`config.mk`:
```
export PLATFORM = sky130hd
export DESIGN_NAME = gmtz_factor
export DESIGN_NICKNAME = d
export VERILOG_FILES = /design/src/rtl/core/gmtz_pkg.sv /design/src/rtl/core/gmtz_factor.sv
export SDC_FILE = /design/constraint.sdc
export NUM_CORES = 1
export LEC_CHECK = 0
export ABC_AREA = 1
export BUFFER_PORTS_ARGS = -buffer_cell sky130_fd_sc_hd__buf_4
export CORE_MARGIN = 1.5
export CORE_UTILIZATION = 60
export CTS_BUF_LIST = sky130_fd_sc_hd__clkbuf_4 sky130_fd_sc_hd__clkbuf_8
export CTS_CLUSTER_DIAMETER = 30
export DETAILED_ROUTE_END_ITERATION = 10
export HOLD_SLACK_MARGIN = 0.02
export PLACE_DENSITY = 0.88
export REMOVE_ABC_BUFFERS = 1
export SLEW_MARGIN = 20
export SYNTH_ARGS = -nofsm -noshare
export SYNTH_HDL_FRONTEND = slang
export SYNTH_SLANG_ARGS = --single-unit
```
`constraint.sdc`:
```
create_clock -name clk -period 8.69 [get_ports clk]
set_clock_uncertainty 0.2 [all_clocks]
set_input_delay 1.3035 -clock clk [delete_from_list [all_inputs] [get_ports clk]]
set_output_delay 1.3035 -clock clk [all_outputs]
set_load 0.02 [all_outputs]
```
`src/rtl/core/gmtz_pkg.sv`:
```
// ----------------------------------------------------------------------------
// gmtz_pkg
// Shared types, constants and helper functions for the grid path block.
// ----------------------------------------------------------------------------
package gmtz_pkg;

	// Field widths
	localparam int VAL_W   = 20;   // cell value
	localparam int TRK_W   = 16;   // track value
	localparam int FIVES_W = 4;    // factors of five in a 20-bit value (max 8)
	localparam int TWOS_W  = 5;    // factors of two in a 20-bit value (max 19)
	localparam int CFG_W   = 11;   // grid_size register

	// Blocked marker; sums saturate to it
	localparam logic [TRK_W-1:0] BLOCKED = 16'hFFFF;

	// Divisibility by five: v * inv(5) mod 2^20 is v/5 when 5 divides v,
	// and 5 divides v exactly when that product is at most (2^20-1)/5.
	localparam logic [VAL_W-1:0] INV5     = 20'hCCCCD;
	localparam logic [VAL_W-1:0] DIV5_LIM = 20'd209715;

	// Sequencer states
	typedef enum logic {
		ST_IDLE,
		ST_WORK
	} state_t;

	// Status from the factor unit to the sequencer
	typedef struct packed {
		logic               zero;   // cell value is zero
		logic               more;   // another factor of five remains
		logic [FIVES_W-1:0] fives;
		logic [TWOS_W-1:0]  twos;
	} fact_stat_t;

	// Trailing zero count of a cell value
	function automatic logic [TWOS_W-1:0] trail_zeros(input logic [VAL_W-1:0] v);
		logic [TWOS_W-1:0] tz;
		tz = '0;
		for (int i = VAL_W - 1; i >= 0; i--) begin
			if (v[i]) begin
				tz = TWOS_W'(i);
			end
		end
		return tz;
	endfunction

	// Track update: smaller neighbor plus own count, saturating at BLOCKED
	function automatic logic [TRK_W-1:0] track(input logic [TWOS_W-1:0] cnt,
		input logic [TRK_W-1:0] left, input logic [TRK_W-1:0] up);
		logic [TRK_W-1:0] best;
		logic [TRK_W:0]   sum;
		best = (left < up) ? left : up;
		sum  = {1'b0, best} + {{(TRK_W + 1 - TWOS_W){1'b0}}, cnt};
		if (best == BLOCKED || sum >= {1'b0, BLOCKED}) begin
			return BLOCKED;
		end
		return sum[TRK_W-1:0];
	endfunction

endpackage

```
`src/rtl/core/gmtz_factor.sv`:
```
// ----------------------------------------------------------------------------
// gmtz_factor
// Factor counter for one cell: trailing zeros give the twos count at load,
// then one factor of five is divided out per step.
// ----------------------------------------------------------------------------
module gmtz_factor (
	input  logic                        clk,
	input  logic                        load,
	input  logic                        step,
	input  logic [gmtz_pkg::VAL_W-1:0]  value,
	output gmtz_pkg::fact_stat_t        stat
);
	import gmtz_pkg::*;

	logic [VAL_W-1:0]   v_q;
	logic [FIVES_W-1:0] fives_q;
	logic [TWOS_W-1:0]  twos_q;
	logic [2*VAL_W-1:0] prod;
	logic [VAL_W-1:0]   quot;

	// exact quotient by five when divisible
	assign prod = v_q * INV5;
	assign quot = prod[VAL_W-1:0];

	// working registers
	always_ff @(posedge clk) begin
		if (load) begin
			v_q     <= value;
			fives_q <= '0;
			twos_q  <= trail_zeros(value);
		end else if (step) begin
			v_q     <= quot;
			fives_q <= fives_q + FIVES_W'(1);
		end
	end

	// status
	always_comb begin
		stat.zero  = (v_q == '0);
		stat.more  = (v_q != '0) && (quot <= DIV5_LIM);
		stat.fives = fives_q;
		stat.twos  = twos_q;
	end

endmodule

```
==> impl_metrics.toml, run 1 <==
[outcome]
status = "complete, no violations"

[global_route]
grt_usage_pct = 28.7
antenna_found_initial = 0
grt_pass1_vias = 4061
grt.overflow.total = 0
grt_max_degree = 36
grt_first_pass_wirelength_um = 19100

[logic_synthesis]
synth_edf_count = 25
yosys_warnings = 0
async_flop_share_pct = 0
yosysSeqAreaShare_pct = 17.1
ys_types = 31
syn_area_per_cell_um2 = 8.98
synth-seq-cells = 29
postSynthCellCount = 542
synth.area.top_cells = "ha_1 (28%), fa_1 (20%), edfxtp_1 (15%), inv_1 (9.8%), nand2_1 (6.3%)"
yosysTopAreaCellShare_pct = 28.0
syn_area_mm2 = 0.00487
synth_ff_type = "edfxtp_1"
yosys.area.top_type = "ha_1"

[final_layout]
nets = 757
antennaDiodeCount = 0
drive_gt1_share_pct = 7.96
instances_no_fill = 680
area_growth_pct = 9.15

[route]
drc_errors = 0
ant_nets = 0
finalWirelength_um = 11400
drt_first_pass_iters = 4
initialDrtViolationCount = 182
vias_per_cell = 5.48
dr_total_vias = 3728
wire_per_inst_um = 16.7

[sta]
rsz0062_at_grt = "false"
fin_crit_ns = 7.43
whs_ns = 0.312
fin_setup_tns_ns = 0
maxSlewHeadroom_pct = 43.3
tightest_slew_ns = 0.848
period_share_pct = 85.5
max_freq_mhz = 135
finalHoldViolCount = 0
maxSlewViolCount = 0
setup_viol = 0

[die]
dieArea_mm2 = 0.00866
start_util_pct = 62.3
die_h_um = 93.1
ioPinCount = 34
num_rows = 32
core_mm2 = 0.00781
fp.dieW_um = 93.1

[clock_tree]
clock-sinks = 29
cts_root_buf = "clkbuf_8"
postCtsSetupBuffers = 0
htree_levels = 2
clockBufferDepth = 2
clk_latency_ns = 0.29
clk_pin_slew_worst_paths_ns = 0.06
cts_made_buffers = 5
tritoncts = "yes"
cts-resized-gates = 0
hold_buffers = 0

[worst_setup_path]
start_kind = "flop"
required_ns = 7.19
worstSetupStartpoint = "v_q[7]"
cp-end-kind = "output pin"
path_max_fanout = 6
r2r-start = "v_q[7]"
arrival_ns = 5.93
crit_type = "flop to output pin"

[placement]
hpwlAfterDp_um = 10000
io_buffers = 33
routabilityCongestion = 0.968
numPlacedInstances = 672

[hold_path]
min_from = "fives_q[2]"
hold_path.class = "flop to flop"

[flow_run]
max-cap-violations = 0
-- area by class of cell --
type,instances,area (um2)
Tap cell,102,128
Multi-Input combinational cell,381,3540
Fill cell,602,2500
Clock inverter,1,5.00
Inverter,127,477
Clock buffer,7,83.8
Sequential cell,29,831
Timing Repair Buffer,33,248
-- cell usage after synthesis, drive strengths merged (3+ instances only) --
cell type	count
edfxtp	25
o21bai	5
inv	127
nor2	18
dfxtp	4
or2	3
o21ai	25
fa	48
a21oi	18
xnor2	16
clkbuf	5
a31o	3
nor3	3
nand3	10
nand2	82
xor2	24
ha	109
-- path summary, 6_finish.rpt --
path | endpoint | slack (ns) | depth (start not counted)
hold / removal | fives_q[2] | 0.31 | 2
setup / recovery | stat[9] | 1.26 | 22
hold reg to reg | fives_q[2] | 0.31 | 2
setup reg to reg | v_q[19] | 2.84 | 20
-- placed cells by master, fill, tap and decap left out, types with 3 or more instances in the layout --
| cell type | count |
|---|---|
| buf_4 | 33 |
| nor3_1 | 3 |
| dfxtp_1 | 4 |
| a21oi_1 | 18 |
| clkbuf_8 | 5 |
| o21bai_1 | 5 |
| a31o_2 | 3 |
| nor2_1 | 18 |
| inv_1 | 127 |
| nand3_1 | 10 |
| ha_1 | 109 |
| xnor2_1 | 16 |
| o21ai_0 | 23 |
| edfxtp_1 | 25 |
| fa_1 | 48 |
| xor2_1 | 24 |
| nand2_1 | 82 |
-- state kept, by name, summed over array words and instances (netlist names) --
register  cells
fives_q       4
v_q          20
twos_q        5
-- stage by stage --
stage          utilization, %  worst slack (ns)  cell area (um2)
5_1_grt                  68.0             0.974             5310
2_1_floorplan               -              1.99             4850
3_3_place_gp             66.9              1.86             5220
3_5_place_dp             66.9              1.64             5220
6_report                 68.0              1.26             5310
4_1_cts                  68.0              1.30             5310
-- worst max-delay path: stages (launching register included) --
cell and delay [ns]:
edfxtp_1 0.47, inv_1 0.08, ha_1 0.37, xor2_1 0.20, ha_1 0.21, a21o_1 0.18
fa_1 0.54, inv_1 0.05, fa_1 0.50, fa_1 0.54, fa_1 0.52, fa_1 0.54
inv_1 0.05, ha_1 0.33, nand2_1 0.10, nor2_1 0.05, a211oi_1 0.17, o21ai_0 0.16
nand3b_1 0.18, nand2_1 0.07, nand2_1 0.05, nor2_1 0.12, buf_4 0.15
-- metal layers --
layer	vias to the layer above	GRT usage [%]	wire length, um
met5	-	0	0
met3	27	3.41	642
met4	0	8.08	298
met1	1783	36.2	4720
li1	1789	-	-
met2	129	51.6	5710
-- cell families after synthesis --
family / share of synthesized area [%]
adder cells (fa/ha/maj): 47.8
buffers and inverters: 10.2
AND/OR/NAND/NOR: 10.2
AO/OA/AOI/OAI: 7.61
XOR/XNOR: 7.20
flip-flops: 17.1
Power of run 1 is left out: the tool's default activity adds up to more than one toggle a clock period on the data nets, which glitch-free logic cannot reach.
==> run 2: changes to the inputs <==
==> constraint.sdc (replaced) <==
create_clock -name clk -period 7.4 [get_ports clk]
set_clock_uncertainty 0.2 [all_clocks]
set_input_delay 1.11 -clock clk [delete_from_list [all_inputs] [get_ports clk]]
set_output_delay 1.11 -clock clk [all_outputs]
set_load 0.02 [all_outputs]
==> run 2 against run 1 <==
Design area increased by 0.75%. Sequential share of layout area decreased by 0.12 points. Critical path depth unchanged. Final cell count increased by 0.74%. Register-to-register slack got worse by 1.3 ns. Critical path type unchanged. Largest cell class unchanged. Highest routed layer unchanged.
==> impl_metrics.toml, run 2 (same netlist as run 1, synthesis figures left out) <==
[route]
finalWirelength_um = 11600
drc_errors = 0
wire_per_inst_um = 17.0
vias_per_cell = 5.51
initialDrtViolationCount = 198
drt_first_pass_iters = 5
ant_nets = 0
dr_total_vias = 3772

[clock_tree]
htree_levels = 2
clock-sinks = 29
cts_root_buf = "clkbuf_8"
clk_pin_slew_worst_paths_ns = 0.06
cts_made_buffers = 5
clockBufferDepth = 2
tritoncts = "yes"
clk_latency_ns = 0.29
hold_buffers = 0

[sta]
setup_viol = 0
maxSlewViolCount = 0
finalHoldViolCount = 0
maxSlewHeadroom_pct = 43.5
fin_crit_ns = 7.25
period_share_pct = 97.9
max_freq_mhz = 138
tightest_slew_ns = 0.846

[die]
dieArea_mm2 = 0.00866
fp.dieW_um = 93.1
core_mm2 = 0.00781
die_h_um = 93.1
ioPinCount = 34
num_rows = 32
start_util_pct = 62.3

[final_layout]
drive_gt1_share_pct = 8.92
largest_reg_flops = 20
fin_util_pct = 68.5
regMostFlops = "v_q"
antennaDiodeCount = 0
instances_no_fill = 685
area_growth_pct = 9.98
biggestRegsByFlops = "v_q (20), twos_q (5), fives_q (4)"
final_common_cell = "inv_1"
final_cell_mix = "inv_1 (127), ha_1 (108), nand2_1 (82), fa_1 (48), buf_4 (38)"
nets = 762
fin_area_mm2 = 0.00535

[placement]
hpwlAfterDp_um = 10300
placed_cell_area_mm2 = 0.00522
numPlacedInstances = 672
routabilityCongestion = 0.966
io_buffers = 33

[global_route]
antenna_found_initial = 0
grt_usage_pct = 29.6
grt_pass1_vias = 4110
grt_max_degree = 36
grt_first_pass_wirelength_um = 19400
grt.overflow.total = 0

[hold_path]
hold_path.class = "flop to flop"

[worst_setup_path]
start_kind = "flop"
path_max_fanout = 5
cp-end-kind = "output pin"
crit_type = "flop to output pin"
arrival_ns = 5.94
required_ns = 6.09

[outcome]
status = "complete, no violations"

[flow_run]
max-cap-violations = 0
[run 2: final cells by class]
type	count	area, um2
fill	602	2460
clock inverter	1	5.00
inverter	127	477
multi-input combinational	381	3540
timing repair buffer	38	285
tap	102	128
clock buffer	7	83.8
sequential	29	831
[run 2: worst max-delay path, stage by stage, from the launching register on]
cell,delay (ns)
edfxtp_1,0.46
inv_1,0.11
ha_2,0.31
xor2_1,0.19
ha_1,0.24
a21o_1,0.20
fa_1,0.59
inv_1,0.07
fa_1,0.47
fa_1,0.53
fa_1,0.52
fa_1,0.53
inv_1,0.04
ha_1,0.33
nand2_1,0.11
nor2_1,0.06
a211oi_1,0.15
o21ai_0,0.15
nand3b_1,0.18
nand2_1,0.08
nand2_1,0.06
nor2_1,0.11
buf_4,0.15
[run 2: path summary, 6_finish.rpt]
check	cells after the start	slack, ns	to	start
hold / removal	2	0.32	fives_q[2]	fives_q[2]
setup / recovery	22	0.15	stat[9]	v_q[7]
setup reg to reg	20	1.52	v_q[19]	v_q[7]
hold reg to reg	2	0.32	fives_q[2]	fives_q[2]
[run 2: metal layers]
layer	vias to the layer above	GRT usage [%]	wire, um	share of wire, %
li1	1805	-	-	-
met1	1786	35.4	4630	40
met2	145	52.6	5750	49
met4	0	12.9	524	4.5
met3	36	4.39	721	6.2
met5	-	0	0	0
[run 2: metrics by stage]
step                      worst slack (ns)  hold WS (ns)  setup TNS, ns
after floorplan                      0.895         0.358              0
after global placement               0.763         0.280              0
after detailed placement             0.448         0.303              0
after CTS                            0.108         0.315              0
after global routing               -0.0355         0.338        -0.0355
final                                0.153         0.316              0
[run 2: what timing repair did]
action / 4_1_cts / 5_1_grt
endpoints found under the setup margin: 0 / 1
buffers inserted: 0 / 5
gates resized for setup: 0 / 1
Power of run 2 is left out for the same reason.
==> run 3: changes to the inputs <==
--- a/config.mk
+++ b/config.mk
@@ -15,6 +15,7 @@
 export HOLD_SLACK_MARGIN = 0.02
 export PLACE_DENSITY = 0.88
 export REMOVE_ABC_BUFFERS = 1
+export SETUP_SLACK_MARGIN = 0.2
 export SLEW_MARGIN = 20
 export SYNTH_ARGS = -nofsm -noshare
 export SYNTH_HDL_FRONTEND = slang
==> run 3 against run 2 <==
Worst setup slack gained 0.20 ns. Core utilization rose by 0.67 points. Die area is the same. Global-route usage grew 0.087 points. Critical path type unchanged. Critical endpoint unchanged. Largest cell class unchanged.
==> impl_metrics.toml, run 3 (same netlist as run 1, synthesis figures left out) <==
[outcome]
status = "complete, no violations"

[die]
core_mm2 = 0.00781
ioPinCount = 34
fp.dieW_um = 93.1
num_rows = 32
die_h_um = 93.1
start_util_pct = 62.3
dieArea_mm2 = 0.00866

[hold_path]
min_from = "fives_q[2]"
whs_path_depth = 2
hold_path.class = "flop to flop"

[sta]
finalHoldViolCount = 0
rsz0062_at_grt = "false"
fin_setup_tns_ns = 0
tightest_slew_ns = 0.854
period_share_pct = 95.2
whs_ns = 0.316
setup_viol = 0
max_freq_mhz = 142
maxSlewViolCount = 0
fin_crit_ns = 7.05
maxSlewHeadroom_pct = 42.9

[route]
finalWirelength_um = 11900
dr_total_vias = 3841
initialDrtViolationCount = 205
vias_per_cell = 5.57
drc_errors = 0
wire_per_inst_um = 17.2
drt_first_pass_iters = 5
ant_nets = 0

[clock_tree]
htree_levels = 2
clock-sinks = 29
clockBufferDepth = 2
clk_pin_slew_worst_paths_ns = 0.07
clk_latency_ns = 0.29
cts_made_buffers = 5
cts_root_buf = "clkbuf_8"
tritoncts = "yes"

[worst_setup_path]
cp-end-kind = "output pin"
path_buf_inv = 5
required_ns = 6.09
ff2ff_path_depth = 20
crit_type = "flop to output pin"
max_stage_delay_ns = 0.51
cp_cell_sequence = "inv_1, ha_1, ha_1, inv_1, fa_1, inv_1, fa_1, fa_1, fa_1, ha_1, ha_1, nand2_1, inv_1, a21oi_2, nand2_1, a21oi_1, nor2_1, nor2_1, xor2_1, nand3b_1, nand2_1, nor2_1, buf_4"
crit_cells = 23
critPathSlowestCell = "fa_1"
r2r-start = "v_q[7]"
path_max_fanout = 5
arrival_ns = 5.74
start_kind = "flop"
worstSetupStartpoint = "v_q[10]"
crit_family = "adder cells"

[global_route]
grt_first_pass_wirelength_um = 19500
grt_usage_pct = 29.7
antenna_found_initial = 0
grt_pass1_vias = 4130
grt.overflow.total = 0
grt_max_degree = 36

[final_layout]
antennaDiodeCount = 0
final_cell_mix = "inv_1 (126), ha_1 (107), nand2_1 (82), fa_1 (48), buf_4 (43)"
regMostFlops = "v_q"
drive_gt1_share_pct = 10.5
largest_reg_flops = 20
area_growth_pct = 11.1
final_common_cell = "inv_1"
fillers = 588
nets = 767
biggestRegsByFlops = "v_q (20), twos_q (5), fives_q (4)"
fin_util_pct = 69.2

[placement]
hpwlAfterDp_um = 10300
routabilityCongestion = 0.966
io_buffers = 33

[flow_run]
max-cap-violations = 0
run 3: tightest hold or removal path: cells and delay by family (launching register included):
kind,cells,cell delay (ns)
AOI/OAI and AO/OA,1,0.07
buffers and inverters,1,0.08
DFF,1,0.31
run 3: layer usage:
metal  vias to the layer above  global-route usage, %  wire [um]
li1                       1819                      -          -
met1                      1820                   35.5       4760
met2                       153                   52.4       5850
met3                        49                   4.15        677
met4                         0                   13.8        607
met5                         -                      0          0
run 3: cell type report:
type,instances,area (um2),share of cell area [%]
inverters,127,477,8.82
repair buffers,43,323,5.97
flip-flops and latches,29,831,15.4
clock buffers,7,83.8,1.55
multi-input cells,381,3560,65.8
well taps,102,128,2.36
clock inverters,1,5.00,0.0926
run 3: per-stage QoR:
step | cells | setup slack, ns | cell area [um2]
finish | 690 | 0.353 | 5400
global route | 690 | 0.171 | 5400
CTS | 682 | 0.249 | 5330
detailed placement | 672 | 0.448 | 5220
global placement | 672 | 0.763 | 5220
floorplan | 537 | 0.895 | 4850
run 3: final timing paths:
check	endpoint	slack [ns]
worst max register to register	v_q[19]	1.73
worst max-delay path	stat[9]	0.35
worst min-delay path	fives_q[2]	0.32
worst min register to register	fives_q[2]	0.32
run 3: repair_timing:
| action | 4_1_cts | 5_1_grt |
|---|---|---|
| setup buffers | 2 | 8 |
| pin swaps | 0 | 3 |
| resized for setup | 0 | 7 |
| hold buffers | 0 | 0 |
| endpoints found under the setup margin | 1 | 1 |
Power of run 3 is left out for the same reason.
